===== config.mk =====
export PLATFORM = sky130hd
export DESIGN_NAME = kcm_ctrl
export DESIGN_NICKNAME = d
export VERILOG_FILES = /design/src/sv/kcm_pkg.sv /design/src/sv/kcm_ctrl.sv
export SDC_FILE = /design/constraint.sdc
export NUM_CORES = 1
export LEC_CHECK = 0
export ABC_AREA = 1
export BUFFER_PORTS_ARGS = -buffer_cell sky130_fd_sc_hd__buf_4
export CAP_MARGIN = 10
export CORE_AREA = 5 5 42 44
export DETAILED_ROUTE_END_ITERATION = 6
export DIE_AREA = 0 0 47 49
export PLACE_DENSITY_LB_ADDON = 0.2
export SYNTH_ARGS = -nofsm -noshare
export SYNTH_HDL_FRONTEND = slang
export SYNTH_SLANG_ARGS = --single-unit

===== constraint.sdc =====
create_clock -name clk -period 2 [get_ports clk]
set_input_delay 0.4 -clock clk [delete_from_list [all_inputs] [get_ports clk]]
set_output_delay 0.4 -clock clk [all_outputs]
set_load 0.005 [all_outputs]

===== src/sv/kcm_pkg.sv =====
// ============================================================================
// kcm_pkg
// Shared types and constants for the key-chord match table: table sizes,
// field widths, item kinds, controller states and the control/status
// bundles passed between controller and datapath.
// ============================================================================
package kcm_pkg;

    // Table and field sizes
    localparam int SLOTS       = 128;
    localparam int KEY_BITS    = 16;
    localparam int TAG_BITS    = 32;
    localparam int MODS_BITS   = 8;
    localparam int HANDLE_BITS = 31;
    localparam int KIND_BITS   = 2;
    localparam int IDX_BITS    = (SLOTS > 1) ? $clog2(SLOTS) : 1;

    // Stream packing: slave tuser = {is_key_down, kind}
    localparam int IN_USER_BITS  = KIND_BITS + 1;
    localparam int IN_RAW_BITS   = KEY_BITS + MODS_BITS + HANDLE_BITS + TAG_BITS;
    localparam int IN_DATA_BITS  = ((IN_RAW_BITS + 7) / 8) * 8;
    localparam int OUT_RAW_BITS  = 1 + HANDLE_BITS + 1 + TAG_BITS;
    localparam int OUT_DATA_BITS = ((OUT_RAW_BITS + 7) / 8) * 8;

    localparam logic [HANDLE_BITS-1:0] HANDLE_MAX   = {HANDLE_BITS{1'b1}};
    localparam logic [HANDLE_BITS-1:0] HANDLE_FIRST = HANDLE_BITS'(1);
    localparam logic [IDX_BITS-1:0]    IDX_LAST     = IDX_BITS'(SLOTS - 1);

    // Item kinds (code 3 is unused and ignored)
    typedef enum logic [KIND_BITS-1:0] {
        KIND_REGISTER   = 2'd0,
        KIND_UNREGISTER = 2'd1,
        KIND_KEY_EVENT  = 2'd2
    } kind_t;

    // Controller states
    typedef enum logic [1:0] {
        ST_IDLE,
        ST_SCAN,
        ST_COMMIT
    } state_t;

    // Controller to datapath
    typedef struct packed {
        logic capture;   // latch the incoming item, restart the scan
        logic scan;      // step the slot scan one entry
        logic commit;    // apply the table update and load the result
    } kcm_cmd_t;

    // Datapath to controller
    typedef struct packed {
        logic needs_scan;  // incoming item has to search the table
        logic match;       // compared slot satisfies the search
        logic last;        // compared slot is the final one
        logic out_free;    // result register can take a new result
    } kcm_stat_t;

    // One table entry as stored in memory
    typedef struct packed {
        logic [KEY_BITS-1:0]    key;
        logic [MODS_BITS-1:0]   mods;
        logic [HANDLE_BITS-1:0] handle;
        logic [TAG_BITS-1:0]    tag;
    } entry_t;

endpackage


===== src/sv/kcm_ctrl.sv =====
// ============================================================================
// kcm_ctrl
// Controller for the key-chord match table. Takes one item at a time,
// runs the slot scan when the item needs one and commits the result once
// the result register is free.
// ============================================================================
module kcm_ctrl
    import kcm_pkg::*;
(
    input  logic      clk,
    input  logic      rst_n,
    input  logic      s_tvalid,
    output logic      s_tready,
    input  kcm_stat_t stat,
    output kcm_cmd_t  cmd
);

    state_t state_reg;
    state_t state_next;

    // State register
    always_ff @(posedge clk or negedge rst_n)
    begin
        if (!rst_n)
        begin
            state_reg <= ST_IDLE;
        end
        else
        begin
            state_reg <= state_next;
        end
    end

    // Next state
    always_comb
    begin
        state_next = state_reg;
        unique case (state_reg)
            ST_IDLE:
            begin
                if (s_tvalid)
                begin
                    state_next = stat.needs_scan ? ST_SCAN : ST_COMMIT;
                end
            end
            ST_SCAN:
            begin
                if (stat.match || stat.last)
                begin
                    state_next = ST_COMMIT;
                end
            end
            ST_COMMIT:
            begin
                if (stat.out_free)
                begin
                    state_next = ST_IDLE;
                end
            end
            default:
            begin
                state_next = ST_IDLE;
            end
        endcase
    end

    // Outputs
    always_comb
    begin
        s_tready    = 1'b0;
        cmd.capture = 1'b0;
        cmd.scan    = 1'b0;
        cmd.commit  = 1'b0;
        unique case (state_reg)
            ST_IDLE:
            begin
                s_tready    = 1'b1;
                cmd.capture = s_tvalid;
            end
            ST_SCAN:
            begin
                cmd.scan = 1'b1;
            end
            ST_COMMIT:
            begin
                cmd.commit = stat.out_free;
            end
            default:
            begin
                s_tready = 1'b0;
            end
        endcase
    end

endmodule


==> Yosys cells after proc, flatten, opt, wreduce, memory -nomap -nowiden <==
Index checks and enable logic that the tools add are counted.
{ "word_totals": {"register_bits": 2, "in_bits": 7, "out_inout_bits": 4} }
{ "classes": {"eq_ne": 5, "n_mux": 9, "reduce_logical": 3} }
{ "op_table": {"columns": ["operator", "n"], "rows": [
  ["$mux 2", 4],
  ["$ne 2x2->1 const B", 3],
  ["$pmux 2 s3", 1],
  ["$mux 1", 4],
  ["$reduce_and 3->1", 1],
  ["$eq 2x1->1 const B", 1],
  ["$eq 2x2->1 const B", 1],
  ["$logic_not 2->1", 1],
  ["$logic_or 1x1->1", 1]
]} }

==> Logic depth before layout (Yosys ltp) <==
Gate-level depths: netlist of the first run.
{ "logic_depth": {"word_depth": 3, "depth_mapped": 5, "depth_no_buf": 5} }

==> Worst setup path after synthesis of the first run <==
No wires, ideal clock.
{ "synth_path": {"kind": "register to output", "from": "reg state_reg[1]", "to": "out cmd[0] in the netlist's numbering", "arrival_time_ns": 0.672, "required_ns": 1.600, "path_slack_ns": 0.928, "path_stages_with_launch": 3, "n_path_buf": 0, "cell_sequence": "dfrtp_1 inv_1 nor3_1"} }
{ "synth_lines": {"columns": ["item", "line_no", "rtl"], "rows": [
  ["from (decl)", "kcm_ctrl.sv:18", "state_t state_reg;"],
  ["from (signal assigned)", "kcm_ctrl.sv:30", "state_reg <= state_next;"],
  ["to (decl)", "kcm_ctrl.sv:15", "output kcm_cmd_t cmd"]
]} }

==> results of run 1 <==
kinds of logic (layout without fill, tap and decap cells):
logic type | after synthesis | count (layout) | share of synthesized area
buffers and inverters | 5 | 19 | 0.124
and+or+nand+nor | 13 | 13 | 0.454
DFF | 2 | 2 | 0.331
AOI/OAI and AO/OA | 2 | 2 | 0.0909
worst min-delay path by stage:
stage               startpoint                       end  slack (ns)
global route           stat[2]  state_reg[0]$_DFFE_PN0P_        0.48
floorplan                rst_n  state_reg[0]$_DFFE_PN0P_        0.10
CTS                    stat[2]  state_reg[0]$_DFFE_PN0P_        0.46
detailed placement       rst_n  state_reg[1]$_DFFE_PN0P_        0.18
finish                 stat[2]  state_reg[0]$_DFFE_PN0P_        0.46
global placement         rst_n  state_reg[1]$_DFFE_PN0P_        0.18
critical path, cell delays in order, from the launching register on:
cell and delay [ns]:
dfrtp_1 0.42, inv_1 0.09, nor3_1 0.19, buf_4 0.14
synth_stat cells, drive strengths merged:
cell	n
nand3	1
dfrtp	2
o21ai	1
nor2	5
inv	5
a21oi	1
nand2	5
nor3	1
nand4	1
metal layers:
metal | GRT usage | part of all wire | up-vias
met5 | 0 | 0 | -
met4 | 0.0691 | 0 | 0
met3 | 0.0148 | 0.10 | 0
met2 | 0.0498 | 0.53 | 5
met1 | 0.0417 | 0.37 | 74
li1 | - | - | 96
through the flow:
stage	power, mW	util
final	0.347	0.199
after global routing	0.386	0.199
after CTS	0.358	0.199
after detailed placement	0.259	0.176
after global placement	0.264	0.176
after floorplan	0.180	-
area by class of cell:
| class | count | area (sq um) | share of cell area |
|---|---|---|---|
| timing repair buffer | 11 | 85.1 | 0.305 |
| multi-input combinational | 15 | 82.6 | 0.296 |
| sequential | 2 | 50.0 | 0.179 |
| clock buffer | 3 | 22.5 | 0.0807 |
| tap | 16 | 20.0 | 0.0717 |
| inverter | 5 | 18.8 | 0.0673 |
power by group through the flow:
stage               clock [mW]  sequential (mW)  combinational (mW)
finish                  0.0896           0.0844               0.173
detailed placement           0           0.0848               0.174
global route             0.104           0.0865               0.196
CTS                     0.0978           0.0845               0.176
floorplan                    0           0.0797               0.101
global placement             0           0.0859               0.178
==> results.md, run 1 <==
- Total negative slack: 0 ns
- Clk pwr share: 0.259
- Warning count from the yosys run: 0
- Power Internal: 211 uW
- Gr ovfl total: 0
- Cell Count, Final, Fillers Out: 52
- Initial antenna violation count: 0
- Total core area: 1400 sq um
- Post-Synthesis Mean Instance Area: 6.88 sq um
- Clock root buffer: clkbuf_4
- Placed Cells: 48
- 1st-iter DRT viols: 0
- Slew margin rel.: 0.851
- Post-route ant nets: 0
- Most frequent cells in the layout: buf_4, nor2_1, inv_1, nand2_1, clkbuf_4
- Hold Path Stages: 4
- Detailed-route DRC error count: 0
- Placed inst area: 246 sq um
- Pre-CTS WS: 0.761 ns
- Die height: 49 um
- Hold Crit Class: input port to flip-flop
- CP Class: flip-flop to primary output
- Worst R2R End: state_reg[0]$_DFFE_PN0P_
- Die Span X: 47 um
- Top-area cell type share of the netlist area: 0.331
- Cell taking the most area after synthesis: dfrtp_1
- Initial core utilization: 0.108
- Worst skew pair latency: 0.22 ns
- Switch share: 0.391
- Crit path launch: state_reg[1]$_DFFE_PN0P_
- Power Density: 1240 nW/um^2
- # H-tree levels: 1
- DR vias: 175
- Routability congestion estimate: 0.665
- Area grow syn2layout: 84.3%
- Worst-margin pin slew: 0.222 ns
- Final setup viols: 0
- TritonCTS clock tree: built
- R2r startpoint: state_reg[1]$_DFFE_PN0P_
- Hold Fails Final Rpt: 0
- Clock buffer count from CTS: 3
- IO Pins: 11
- Hold-fix buffers at CTS: 1
- CP endpoint: cmd[0]
- Vias/cell: 3.37
- Combinational power share: 0.498
- Clock sinks: 2
- Max-cap viol count: 0
- Sequential share of power: 0.244
- Area of the mapped netlist: 151 sq um
- Final WL: 409 um
- Crit path DAT: 1.06 ns
- Yosys reg bits: 2
- Ratio of cells with drive above 1 in the final layout: 0.472
- # port buffers: 10
- Cell variety after synth: 12
- Post-CTS Resized: 0
- # diodes: 0
- Worst Path Required: 1.60 ns
- Clock transition at path regs: 0.03 ns
- Peak supply drop: 445 uV
- Longest Clk Path Bufs: 2
- Post-Syn Instances: 22
- Detailed Place HPWL: 327 um
- Final min period: 1.46 ns
- Top post-synthesis cells by area: dfrtp_1, inv_1, nand2_1
- Setup Skew: 0.000168 ns
- Crit share post-route: 0.731
- Status: finished clean
- Fillers: 174
- PnR worst setup slack: 0.537 ns
- Crit. End Element: primary output
- Cell count of the worst reg-to-reg path: 4
- Leakage dissipation: 0.162 nW
- Net Count, Synth: 29
- Final Slew Violations: 0
- Post-route cell area: 279 sq um
- Worst Path Max Fanout: 4
- Net count reported at finish: 45
- Drt first pass iters: 1
- Tot GR Track Use: 0.0422
- First-pass GRT wire length: 641 um
- Postcts setup bufs: 0
- Max reg flops: 2
- Full die area: 2300 sq um
- RSZ-0062 raised after global routing: false
- Most common cell after layout, fill and taps aside: buf_4
- FF-to-FF setup slack: 1.07 ns
- Vias in the first global route: 171
- CP Launch Type: flip-flop
- Register area share after synthesis: 0.331
- Largest net degree at the start of global routing: 5
- NetSw: 136 uW
- Fmax: 684 MHz
- Site Rows: 14
- Routed WL per cell: 7.87 um
- Hold WS: 0.465 ns
(Power assumes the default switching activity.)
==> run 2: changes to the inputs <==
- clock period: 2 -> 1.35 ns (I/O delays scaled with it)
==> run 2 against run 1 <==
First-iteration DRC count rose by 2. Power grew 54%. Die area unchanged. Hold slack worse by 0.12 ns. Critical path depth is 1 higher. Clock skew grew 0.0036 ns. Utilization grew 0.63 points. Setup slack got worse by 0.46 ns. Non-clock buffer count is the same. Via count up 9.7%. Sequential share of layout area down 0.11 points. Final area rose by 3.1%. Largest cell class is now multi-input combinational cells. Largest power group unchanged.
==> results.md, run 2 (synthesized netlist as in run 1, its figures left out) <==
- TritonCTS clock tree: built
- Cell count of the worst reg-to-reg path: 4 (unchanged)
- IO Pins: 11 (unchanged)
- CP Class: flip-flop to primary output
- Ratio of cells with drive above 1 in the final layout: 0.583 (+0.111)
- PnR worst setup slack: 0.0804 ns (-0.457 ns)
- # port buffers: 10 (unchanged)
- Routability congestion estimate: 0.730 (+9.7%)
- Slew margin rel.: 0.851 (about the same)
- Detailed-route DRC error count: 0 (unchanged)
- Tot GR Track Use: 0.0416 (-0.000645)
- Hold Crit Class: input port to flip-flop
- Most common cell after layout, fill and taps aside: buf_4
- Area grow syn2layout: 90.1%
- Longest Clk Path Bufs: 2 (unchanged)
- Net count reported at finish: 45 (unchanged)
- R2r startpoint: state_reg[1]$_DFFE_PN0P_
- Worst skew pair latency: 0.22 ns (about the same)
- Die height: 49 um (unchanged)
- Postcts setup bufs: 0 (unchanged)
- # H-tree levels: 1 (unchanged)
- Crit path launch: state_reg[0]$_DFFE_PN0P_
- Hold WS: 0.342 ns (-0.123 ns)
- Leakage dissipation: 0.161 nW (-0.39%)
- 1st-iter DRT viols: 2 (+2)
- Pre-CTS WS: 0.274 ns (-0.487 ns)
- Grt met2 use: 0.0520 (+0.00226)
- DR vias: 192 (+9.7%)
- Fillers: 162 (-6.9%)
- Final cell utilization of the core: 0.205 (+0.00625)
- Crit. End Element: primary output
- Total negative slack: 0 ns (unchanged)
- Max-cap viol count: 0 (unchanged)
- Crit share post-route: 0.940
- Post-route ant nets: 0 (unchanged)
- Final setup viols: 0 (unchanged)
- Final WL: 416 um (+1.7%)
- FF-to-FF setup slack: 0.39 ns (-0.68 ns)
- Hold path start: stat[2]
- First-pass GRT wire length: 634 um (-1.1%)
- Worst Path Required: 1.08 ns (-0.52 ns)
- Initial core utilization: 0.108 (unchanged)
- Worst-margin pin slew: 0.221 ns (-0.000639 ns)
- Worst R2R End: state_reg[0]$_DFFE_PN0P_
- Vias in the first global route: 165 (-3.5%)
- Largest net degree at the start of global routing: 5 (unchanged)
- Met3 GRT Util: 0.0443 (+0.0295)
- Status: finished clean
- Final Slew Violations: 0 (unchanged)
- Site Rows: 14 (unchanged)
- RSZ-0062 raised after global routing: false
- Multi-input gate area: 90.1 sq um (+9.1%)
- Hold Fails Final Rpt: 0 (unchanged)
- Die Span X: 47 um (unchanged)
- Gr ovfl total: 0 (unchanged)
- Grt met1 use: 0.0396 (-0.00202)
- Initial antenna violation count: 0 (unchanged)
- CP Launch Type: flip-flop
- Worst Path Max Fanout: 4 (unchanged)
- CP endpoint: cmd[2]
- Peak supply drop: 693 uV (+56%)
- Crit path DAT: 1.00 ns (-0.06 ns)
- # diodes: 0 (unchanged)
- Max reg flops: 2 (unchanged)
- Reg area: 51.3 sq um (+2.5%)
- Routed WL per cell: 8.00 um (+1.7%)
- Grt peak-use layer: met2
- Clock buffer count from CTS: 3 (unchanged)
- Most frequent cells in the layout: buf_4, nor2_1, inv_1, nand2_1, clkbuf_4
- Clock root buffer: clkbuf_4
- Clock transition at path regs: 0.03 ns (about the same)
- Full die area: 2300 sq um (unchanged)
- Final min period: 1.27 ns
- Clock sinks: 2 (unchanged)
- Setup Skew: 0.00373 ns (+0.00356 ns)
- Drt first pass iters: 2 (+1)
- Total core area: 1400 sq um (unchanged)
- Vias/cell: 3.69 (+9.7%)
- Fmax: 788 MHz
- Power Density: 1860 nW/um^2 (+50%)
==> run 2: routing by layer <==
layer	routed length (um)	vias to the layer above
met3	50	0
met2	194	7
li1	-	96
met1	171	89
met4	0	0
met5	0	-
==> run 2: worst min path at each step <==
stage	endpoint	slack, ns	cells past startpoint
floorplan	state_reg[0]$_DFFE_PN0P_	-0.03	0
global placement	state_reg[0]$_DFFE_PN0P_	0.05	1
detailed placement	state_reg[0]$_DFFE_PN0P_	0.06	1
CTS	state_reg[0]$_DFFE_PN0P_	0.34	4
global route	state_reg[0]$_DFFE_PN0P_	0.34	4
finish	state_reg[0]$_DFFE_PN0P_	0.34	4
==> run 2: area by class of cell <==
type / count / area share
multi-input cells: 15 / 0.313
inverters: 5 / 0.0652
clock buffers: 3 / 0.0783
flip-flops and latches: 2 / 0.178
repair buffers: 11 / 0.296
well taps: 16 / 0.0696
==> run 2: worst max-delay path, stage by stage (launching register included) <==
cell	delay [ns]
dfrtp_1	0.41
inv_2	0.11
nand2_2	0.06
nor2_1	0.08
buf_4	0.11
==> run 2: what timing repair did <==
action	4_1_cts	5_1_grt
hold endpoints to repair	2	0
resized for setup	0	4
endpoints found under the setup margin	0	2
hold buffers	1	0
==> run 2: power by group <==
group,total [mW],internal [mW],switching (mW),leakage [nW]
sequential,0.130,0.0906,0.0399,0.0244
combinational,0.273,0.134,0.139,0.123
clock,0.132,0.0981,0.0340,0.0138
==> run 2: per-stage QoR <==
step	cell area [sq um]	instances	power (mW)
2_1_floorplan	151	22	0.267
3_3_place_gp	246	48	0.390
3_5_place_dp	246	48	0.382
4_1_cts	279	52	0.525
5_1_grt	288	52	0.590
6_report	288	52	0.535
